### src/hw/rtl/rdhc_pkg.sv
// Shared types, codes and constants of the frame deframer and header checker.
`default_nettype none

package rdhc_pkg;

  localparam int LenBytes   = 4;
  localparam int HdrBytes   = 16;
  localparam int HdrVerOff  = 4;
  localparam int HdrTypeOff = 6;
  localparam int HdrRidOff  = 8;

  localparam logic [31:0] MagicReset   = 32'd0;
  localparam logic [15:0] VersionReset = 16'd1;
  localparam logic [31:0] MaxLenReset  = 32'd1048576;

  localparam logic [1:0] KIND_HDR  = 2'd0;
  localparam logic [1:0] KIND_BODY = 2'd1;
  localparam logic [1:0] KIND_ERR  = 2'd2;

  localparam logic [1:0] ERR_LEN_BIG = 2'd0;
  localparam logic [1:0] ERR_SHORT   = 2'd1;
  localparam logic [1:0] ERR_MAGIC   = 2'd2;
  localparam logic [1:0] ERR_VERSION = 2'd3;

  localparam logic [1:0] CFG_MAGIC   = 2'd0;
  localparam logic [1:0] CFG_VERSION = 2'd1;
  localparam logic [1:0] CFG_MAX_LEN = 2'd2;

  typedef enum logic [2:0] {
    PH_LEN,
    PH_HDR,
    PH_BODY,
    PH_DISCARD,
    PH_STUCK
  } phase_t;

  typedef struct packed {
    logic [31:0] magic;
    logic [15:0] version;
    logic [31:0] max_len;
  } cfg_t;

  typedef struct packed {
    logic [1:0]  kind;
    logic [15:0] msg_type;
    logic [63:0] req_id;
    logic [31:0] body_len;
    logic [7:0]  body_byte;
    logic        last;
    logic [1:0]  error_code;
  } res_t;

  function automatic res_t err_res(input logic [1:0] code);
    res_t r;
    r            = '0;
    r.kind       = KIND_ERR;
    r.last       = 1'b1;
    r.error_code = code;
    return r;
  endfunction

endpackage

`default_nettype wire

### src/hw/rtl/rdhc_core.sv
// Frame parser: length field, header capture and check, body byte results.
`default_nettype none

module rdhc_core (
  input  wire logic          clk,
  input  wire logic          rst_n,
  input  wire logic          in_fire,
  input  wire logic [7:0]    in_byte,
  input  rdhc_pkg::cfg_t     cfg,
  output logic               res_valid,
  output rdhc_pkg::res_t     res
);
  import rdhc_pkg::*;

  phase_t      phase_r, phase_nxt;
  logic [31:0] count_r, count_nxt;
  logic [31:0] len_r, len_nxt;
  logic [31:0] last_idx_r, last_idx_nxt;
  logic [31:0] body_len_r, body_len_nxt;
  logic [31:0] magic_r, magic_nxt;
  logic [15:0] version_r, version_nxt;
  logic [15:0] type_r, type_nxt;
  logic [63:0] reqid_r, reqid_nxt;

  logic [31:0] len_new;
  logic [63:0] reqid_new;
  logic [31:0] count_inc;
  logic [3:0]  hdr_pos;
  logic        len_done;
  logic        len_big;
  logic        len_zero;
  logic        frame_end;
  logic        hdr_done;
  logic        bad_magic;
  logic        bad_version;

  assign len_new     = {in_byte, len_r[31:8]};
  assign reqid_new   = {in_byte, reqid_r[63:8]};
  assign count_inc   = count_r + 32'd1;
  assign hdr_pos     = count_r[3:0];
  assign len_done    = (count_r[1:0] == 2'(LenBytes - 1));
  assign len_big     = (len_new > cfg.max_len);
  assign len_zero    = (len_new == 32'd0);
  assign frame_end   = (count_r == last_idx_r);
  assign hdr_done    = (hdr_pos == 4'(HdrBytes - 1));
  assign bad_magic   = (magic_r != cfg.magic);
  assign bad_version = (version_r != cfg.version);

  always_comb begin
    phase_nxt    = phase_r;
    count_nxt    = count_r;
    len_nxt      = len_r;
    last_idx_nxt = last_idx_r;
    body_len_nxt = body_len_r;
    magic_nxt    = magic_r;
    version_nxt  = version_r;
    type_nxt     = type_r;
    reqid_nxt    = reqid_r;
    if (in_fire) begin
      case (phase_r)
        PH_LEN: begin
          len_nxt   = len_new;
          count_nxt = count_inc;
          if (len_done) begin
            count_nxt = 32'd0;
            if (len_big) begin
              phase_nxt = PH_STUCK;
            end else if (!len_zero) begin
              phase_nxt    = PH_HDR;
              last_idx_nxt = len_new - 32'd1;
              body_len_nxt = len_new - 32'(HdrBytes);
            end
          end
        end
        PH_HDR: begin
          if (hdr_pos < 4'(HdrVerOff)) begin
            magic_nxt = {in_byte, magic_r[31:8]};
          end else if (hdr_pos < 4'(HdrTypeOff)) begin
            version_nxt = {in_byte, version_r[15:8]};
          end else if (hdr_pos < 4'(HdrRidOff)) begin
            type_nxt = {in_byte, type_r[15:8]};
          end else begin
            reqid_nxt = reqid_new;
          end
          if (frame_end) begin
            phase_nxt = PH_LEN;
            count_nxt = 32'd0;
          end else begin
            count_nxt = count_inc;
            if (hdr_done) begin
              phase_nxt = (bad_magic || bad_version) ? PH_DISCARD : PH_BODY;
            end
          end
        end
        PH_BODY, PH_DISCARD: begin
          if (frame_end) begin
            phase_nxt = PH_LEN;
            count_nxt = 32'd0;
          end else begin
            count_nxt = count_inc;
          end
        end
        default: begin
          phase_nxt = phase_r;
        end
      endcase
    end
  end

  always_comb begin
    res_valid = 1'b0;
    res       = '0;
    if (in_fire) begin
      case (phase_r)
        PH_LEN: begin
          if (len_done && len_big) begin
            res_valid = 1'b1;
            res       = err_res(ERR_LEN_BIG);
          end else if (len_done && len_zero) begin
            res_valid = 1'b1;
            res       = err_res(ERR_SHORT);
          end
        end
        PH_HDR: begin
          if (!hdr_done && frame_end) begin
            res_valid = 1'b1;
            res       = err_res(ERR_SHORT);
          end else if (hdr_done && bad_magic) begin
            res_valid = 1'b1;
            res       = err_res(ERR_MAGIC);
          end else if (hdr_done && bad_version) begin
            res_valid = 1'b1;
            res       = err_res(ERR_VERSION);
          end else if (hdr_done) begin
            res_valid     = 1'b1;
            res.kind      = KIND_HDR;
            res.msg_type  = type_r;
            res.req_id    = reqid_new;
            res.body_len  = body_len_r;
            res.last      = frame_end;
          end
        end
        PH_BODY: begin
          res_valid     = 1'b1;
          res.kind      = KIND_BODY;
          res.msg_type  = type_r;
          res.req_id    = reqid_r;
          res.body_len  = body_len_r;
          res.body_byte = in_byte;
          res.last      = frame_end;
        end
        default: begin
          res_valid = 1'b0;
        end
      endcase
    end
  end

  always_ff @(posedge clk) begin
    if (!rst_n) begin
      phase_r <= PH_LEN;
      count_r <= 32'd0;
    end else begin
      phase_r <= phase_nxt;
      count_r <= count_nxt;
    end
  end

  always_ff @(posedge clk) begin
    len_r      <= len_nxt;
    last_idx_r <= last_idx_nxt;
    body_len_r <= body_len_nxt;
    magic_r    <= magic_nxt;
    version_r  <= version_nxt;
    type_r     <= type_nxt;
    reqid_r    <= reqid_nxt;
  end

  a_stuck_silent: assert property (@(posedge clk) disable iff (!rst_n)
    (phase_r == PH_STUCK) |-> !res_valid)
    else $error("result while stuck after length error");

  a_hdr_count: assert property (@(posedge clk) disable iff (!rst_n)
    (phase_r == PH_HDR) |-> (count_r < 32'(HdrBytes)))
    else $error("header byte count out of range");

  a_len_big_stuck: assert property (@(posedge clk) disable iff (!rst_n)
    (res_valid && res.kind == KIND_ERR && res.error_code == ERR_LEN_BIG)
      |=> (phase_r == PH_STUCK))
    else $error("length error did not stop the stream");

endmodule

`default_nettype wire

### src/hw/rtl/rdhc_obuf.sv
// Output register with skid stage for result items.
`default_nettype none

module rdhc_obuf (
  input  wire logic          clk,
  input  wire logic          rst_n,
  input  wire logic          res_valid,
  input  rdhc_pkg::res_t     res,
  output logic               in_stall,
  output logic               out_valid,
  input  wire logic          out_stall,
  output rdhc_pkg::res_t     out_res
);
  import rdhc_pkg::*;

  logic out_valid_r, out_valid_nxt;
  logic skid_valid_r, skid_valid_nxt;
  res_t out_res_r, out_res_nxt;
  res_t skid_res_r, skid_res_nxt;
  logic out_fire;

  assign out_fire  = out_valid_r && !out_stall;
  assign in_stall  = skid_valid_r;
  assign out_valid = out_valid_r;
  assign out_res   = out_res_r;

  always_comb begin
    out_valid_nxt  = out_valid_r;
    skid_valid_nxt = skid_valid_r;
    out_res_nxt    = out_res_r;
    skid_res_nxt   = skid_res_r;
    if (skid_valid_r) begin
      if (out_fire) begin
        out_res_nxt    = skid_res_r;
        skid_valid_nxt = 1'b0;
      end
    end else if (res_valid) begin
      if (!out_valid_r || out_fire) begin
        out_res_nxt   = res;
        out_valid_nxt = 1'b1;
      end else begin
        skid_res_nxt   = res;
        skid_valid_nxt = 1'b1;
      end
    end else if (out_fire) begin
      out_valid_nxt = 1'b0;
    end
  end

  always_ff @(posedge clk) begin
    if (!rst_n) begin
      out_valid_r  <= 1'b0;
      skid_valid_r <= 1'b0;
    end else begin
      out_valid_r  <= out_valid_nxt;
      skid_valid_r <= skid_valid_nxt;
    end
  end

  always_ff @(posedge clk) begin
    out_res_r  <= out_res_nxt;
    skid_res_r <= skid_res_nxt;
  end

  a_skid_needs_out: assert property (@(posedge clk) disable iff (!rst_n)
    skid_valid_r |-> out_valid_r)
    else $error("skid holds an item while output register is empty");

  a_no_write_when_full: assert property (@(posedge clk) disable iff (!rst_n)
    skid_valid_r |-> !res_valid)
    else $error("result arrived while skid stage full");

  a_reset_empty: assert property (@(posedge clk)
    !rst_n |=> (!out_valid_r && !skid_valid_r))
    else $error("buffer not empty after reset");

endmodule

`default_nettype wire

### src/hw/rtl/rpc_deframer_header_checker_top.sv
// Top level of the length-prefixed frame deframer with RPC header check.
// A result goes to the output register, or to the skid stage if that is held.
// Throughput: one input item per cycle while in_stall is low; the output register
// plus skid stage keep the input open while one finished result waits.
// Reset (rst_n, synchronous): parser returns to the length field, buffers empty,
// config takes its defaults; an oversize length silences the parser until reset.
`default_nettype none

module rpc_deframer_header_checker_top (
  input  wire logic        clk,
  input  wire logic        rst_n,
  input  wire logic        in_valid,
  output logic             in_stall,
  input  wire logic [7:0]  in_byte,
  output logic             out_valid,
  input  wire logic        out_stall,
  output logic [1:0]       out_kind,
  output logic [15:0]      out_msg_type,
  output logic [63:0]      out_req_id,
  output logic [31:0]      out_body_len,
  output logic [7:0]       out_body_byte,
  output logic             out_last,
  output logic [1:0]       out_error_code,
  input  wire logic        cfg_we,
  input  wire logic [1:0]  cfg_index,
  input  wire logic [31:0] cfg_wdata
);
  import rdhc_pkg::*;

  cfg_t cfg_r, cfg_nxt;
  logic in_fire;
  logic res_valid;
  res_t res;
  res_t out_res;

  assign in_fire = in_valid && !in_stall;

  always_comb begin
    cfg_nxt = cfg_r;
    if (cfg_we) begin
      case (cfg_index)
        CFG_MAGIC:   cfg_nxt.magic   = cfg_wdata;
        CFG_VERSION: cfg_nxt.version = cfg_wdata[15:0];
        CFG_MAX_LEN: cfg_nxt.max_len = cfg_wdata;
        default:     cfg_nxt = cfg_r;
      endcase
    end
  end

  always_ff @(posedge clk) begin
    if (!rst_n) begin
      cfg_r.magic   <= MagicReset;
      cfg_r.version <= VersionReset;
      cfg_r.max_len <= MaxLenReset;
    end else begin
      cfg_r <= cfg_nxt;
    end
  end

  rdhc_core u_core (
    .clk       (clk),
    .rst_n     (rst_n),
    .in_fire   (in_fire),
    .in_byte   (in_byte),
    .cfg       (cfg_r),
    .res_valid (res_valid),
    .res       (res)
  );

  rdhc_obuf u_obuf (
    .clk       (clk),
    .rst_n     (rst_n),
    .res_valid (res_valid),
    .res       (res),
    .in_stall  (in_stall),
    .out_valid (out_valid),
    .out_stall (out_stall),
    .out_res   (out_res)
  );

  assign out_kind       = out_res.kind;
  assign out_msg_type   = out_res.msg_type;
  assign out_req_id     = out_res.req_id;
  assign out_body_len   = out_res.body_len;
  assign out_body_byte  = out_res.body_byte;
  assign out_last       = out_res.last;
  assign out_error_code = out_res.error_code;

  a_err_is_last: assert property (@(posedge clk) disable iff (!rst_n)
    (out_valid && out_kind == KIND_ERR) |-> (out_last && out_req_id == 64'd0))
    else $error("error item not final or carries header fields");

  a_code_only_on_err: assert property (@(posedge clk) disable iff (!rst_n)
    (out_valid && out_kind != KIND_ERR) |-> (out_error_code == ERR_LEN_BIG))
    else $error("error code set on non-error item");

  a_kind_range: assert property (@(posedge clk) disable iff (!rst_n)
    out_valid |-> (out_kind == KIND_HDR || out_kind == KIND_BODY || out_kind == KIND_ERR))
    else $error("unknown item kind");

endmodule

`default_nettype wire
### config.mk
export PLATFORM = sky130hd
export DESIGN_NAME = rpc_deframer_header_checker_top
export DESIGN_NICKNAME = d
export VERILOG_FILES = /design/src/hw/rtl/rdhc_pkg.sv /design/src/hw/rtl/rdhc_core.sv /design/src/hw/rtl/rdhc_obuf.sv /design/src/hw/rtl/rpc_deframer_header_checker_top.sv
export SDC_FILE = /design/constraint.sdc
export NUM_CORES = 1
export LEC_CHECK = 0
export BUFFER_PORTS_ARGS = -buffer_cell sky130_fd_sc_hd__buf_4
export CAP_MARGIN = 30
export CORE_UTILIZATION = 35
export CTS_CLUSTER_DIAMETER = 200
export CTS_CLUSTER_SIZE = 24
export DETAILED_ROUTE_END_ITERATION = 6
export HOLD_SLACK_MARGIN = 0.12
export SLEW_MARGIN = 20
export SYNTH_ARGS = -nofsm -noshare
export SYNTH_HDL_FRONTEND = slang
export SYNTH_SLANG_ARGS = --single-unit
export TNS_END_PERCENT = 100
### constraint.sdc
create_clock -name clk -period 12.4 [get_ports clk]
set_input_delay 1.86 -clock clk [delete_from_list [all_inputs] [get_ports clk]]
set_output_delay 1.86 -clock clk [all_outputs]
set_load 0.005 [all_outputs]
==> summary.md <==
| Metric | Value |
|---|---|
| Status | finished, final reports clean |
| Inserted Diodes | 0 |
| Max Clk Rate | between 200 and 250 MHz |
| Worst slack, placed | ~7 ns |
| Grt total ovfl | 0 |
| RSZ-0062 raised after global routing | no |
| Layout cells sized above 1 | 0.133 |
| Synth Instances | roughly 1800 |
| Finished Layout Cells | 2850 |
| Post-CTS resize count | 0 |
| Final period utilization | 0.394 |
| Initial core utilization | 0.354 |
| Row cnt | 95 |
| TritonCTS Buffers | 28 |
| Root buf cell | clkbuf_16 |
| Final setup margin | 7.51 ns |
| Worst Setup Start Kind | primary input |
| Largest net degree at the start of global routing | 97 |
| Top cells by area, synth | edfxtp_1 (59%), dfxtp_1 (9.9%), xor2_1 (4.2%), nand2_1 (3.6%), a21o_1 (2.6%) |
| Core region area | 67200 um2 |
| Syn Area/Cell | about 13 um2 |
| Post-synthesis async set-or-reset flop share | 0 |
| Worst Tran Pin Value | 0.876 ns |
| Max Cap Violations | 0 |
| Drt total wl | 57000 um |
| Bufs and invs on worst path | 2 |
| Die width | 263 um |
| Core Util, Final | 0.401 |
| Setup Buffers After CTS | 0 |
| Sequential fraction of the synthesis area | 0.687 |
| HP Class | flop to flop |
| Pwr/cell area | 123 nW/um2 |
| CP top delay family | simple AND/OR/NAND/NOR gates |
| Most common cell after layout, fill and taps aside | edfxtp_1 |
| Most frequent cells in the layout | edfxtp_1 (466), nand2_1 (229), buf_4 (194) |
| Number of DRC markers in iteration 0 | 1251 |
| Vias per inst | 5.11 |
| Final Hold Fails | 0 |
| Syn nets | 1903 |
| Final setup violation count | 0 |
| Finished Cell Area | 26900 um2 |
| # nets final | 2039 |
| Maximum VDD drop | 0.0998 mV |
| Placed insts | 2798 |
| Crit path max fanout | 48 |
| First-pass GRT wire length | just under 90000 um |
| CP Cell Sequence | buf_4 > ha_1 > nand4_1 > nor4_1 > a21boi_0 > o31a_1 > o311ai_4 > a21oi_2 > and3_4 > buf_4 |
| Drt pass-1 iters | 6 |
| Die H | between 200 and 300 um |
| Drt wl/cell | ~20 um |
| Placed inst area | 26100 um2 |
| Clock buffer depth | 3 |
| Cell mode on critical path | buf_4 |
| Port Buffers | 173 |
| Worst Clk Skew | 0.0175 ns |
| Yosys top cell area share | 0.588 |
| Synth unique cells | 63 |
| GPL Wtd Cong | roughly 0.9 |
| Relative slew slack | 0.414 |
| Cts hold-fix bufs | 0 |
| Via count | about 15000 |
| Tot GR Track Use | 0.161 |
| Slew Limit Fails | 0 |
| CTS tree | yes |
| Register bit total from synthesis | around 580 |
| Required @ worst endpoint | 12.62 ns |
| Crit. End Element | flop |
| Worst skew pair latency | 0.60 ns |
| I/O pin count | 174 |
| Worst path slowest cell | buf_4 |
| Die Area | about 70000 um2 |
| Antenna violations before repair | 1 |
| H-tree Lvls | 1 |
| Total clock sinks | between 500 and 600 |
| CP max stage delay | 0.62 ns |
| Crit path DAT | 5.11 ns |
| Final Total Pwr | around 3.3 mW |
| Critical path type | primary input to flop |
| Top_reg_cell synth | edfxtp_1 |
| Warnings from Yosys | 0 |
| Post-synth top area cell | edfxtp_1 |
| Fin crit period | 4.89 ns |
| Clock slew at reported path FFs | 0.08 ns |
| Vias in the first global route | 14196 |
| Post-synth EDFFs | 466 |
| Final HPWL DP | 40000 um |
| Static Leak | a little under 10 nW |
| DRT antenna net count | 0 |
| Worst hold slack | 0.457 ns |
| Area Growth Syn to Fin | 13.3% |
| Setup TNS | 0 ns |
| DRC viols | 0 |
| Cell Area, Synth | 23800 um2 |
state kept, by name, summed over array words and instances (netlist names):
signal	count
u_obuf.out_res	125
u_obuf.skid_res_r	125
cfg_r	80
u_core.reqid_r	64
u_core.body_len_r	32
u_core.count_r	32
u_core.last_idx_r	32
u_core.magic_r	32
u_core.len_r	24
u_core.type_r	16
u_core.version_r	16
u_core.phase_r	3
u_obuf.in_stall	1
u_obuf.out_valid	1
where the power goes:
group	internal (mW)	switching, mW	total, mW	leakage [nW]
registers	2.11	0.0223	2.13	5.21
clock network	0.447	0.605	1.05	0.392
logic	0.0435	0.0780	0.122	4.26
synth_stat cells, types with 7 or more instances:
library cell and number:
a21o_1 82, a21oi_1 102, a22o_1 48, a22oi_1 64, a31oi_1 7, and2_1 61, and3_1 9, buf_1 13
clkbuf_1 76, dfxtp_1 117, edfxtp_1 466, ha_1 36, inv_1 46, nand2_1 230, nand3_1 27, nand4_1 17
nor2_1 123, nor3_1 23, nor4_1 31, o21ai_0 7, xnor2_1 38, xor2_1 113
final cells by class:
| class | instances | area [um2] |
|---|---|---|
| Timing Repair Buffer | 197 | 1520 |
| Multi-Input combinational cell | 1100 | 6990 |
| Inverter | 46 | 174 |
| Clock inverter | 1 | 20.0 |
| Tap cell | 873 | 1090 |
| Fill cell | 6255 | 40200 |
| Clock buffer | 50 | 805 |
| Sequential cell | 583 | 16300 |
path summary, 6_finish.rpt:
path	start	end	slack, ns	cells past startpoint
setup / recovery	in_byte[6]	u_obuf.skid_res_r[20]	7.51	10
hold / removal	cfg_r[3]	cfg_r[3]	0.46	2
setup reg to reg	u_core.len_r[21]	u_obuf.skid_res_r[20]	8.04	8
hold reg to reg	cfg_r[3]	cfg_r[3]	0.46	2
cell families (layout without fill, tap and decap cells):
| logic type | Yosys count | after routing | share of synthesized area |
|---|---|---|---|
| xor+xnor | 151 | 151 | 0.0556 |
| compound gates | 339 | 339 | 0.0998 |
| fa+ha+maj | 36 | 36 | 0.0189 |
| buf+inv | 137 | 294 | 0.0220 |
| simple gates | 571 | 571 | 0.115 |
| mux | 3 | 3 | 0.00132 |
| flops | 583 | 583 | 0.687 |
layer usage:
metal	vias to the layer above	track usage	routed length (um)	part of all wire
met1	7273	0.229	25900	0.45
met4	0	0.0331	967	0.017
met5	-	0	0	0
li1	6853	-	-	-
met3	68	0.0181	2680	0.047
met2	373	0.265	27400	0.48
worst register-to-register path: cells and delay by family (launching register included):
kind | cells | cell delay, ns
DFF | 1 | 0.56
and+or+nand+nor | 5 | 2.32
AOI/OAI and AO/OA | 2 | 0.42
buffers and inverters | 1 | 0.63
Power figures use the tool's default switching activity.
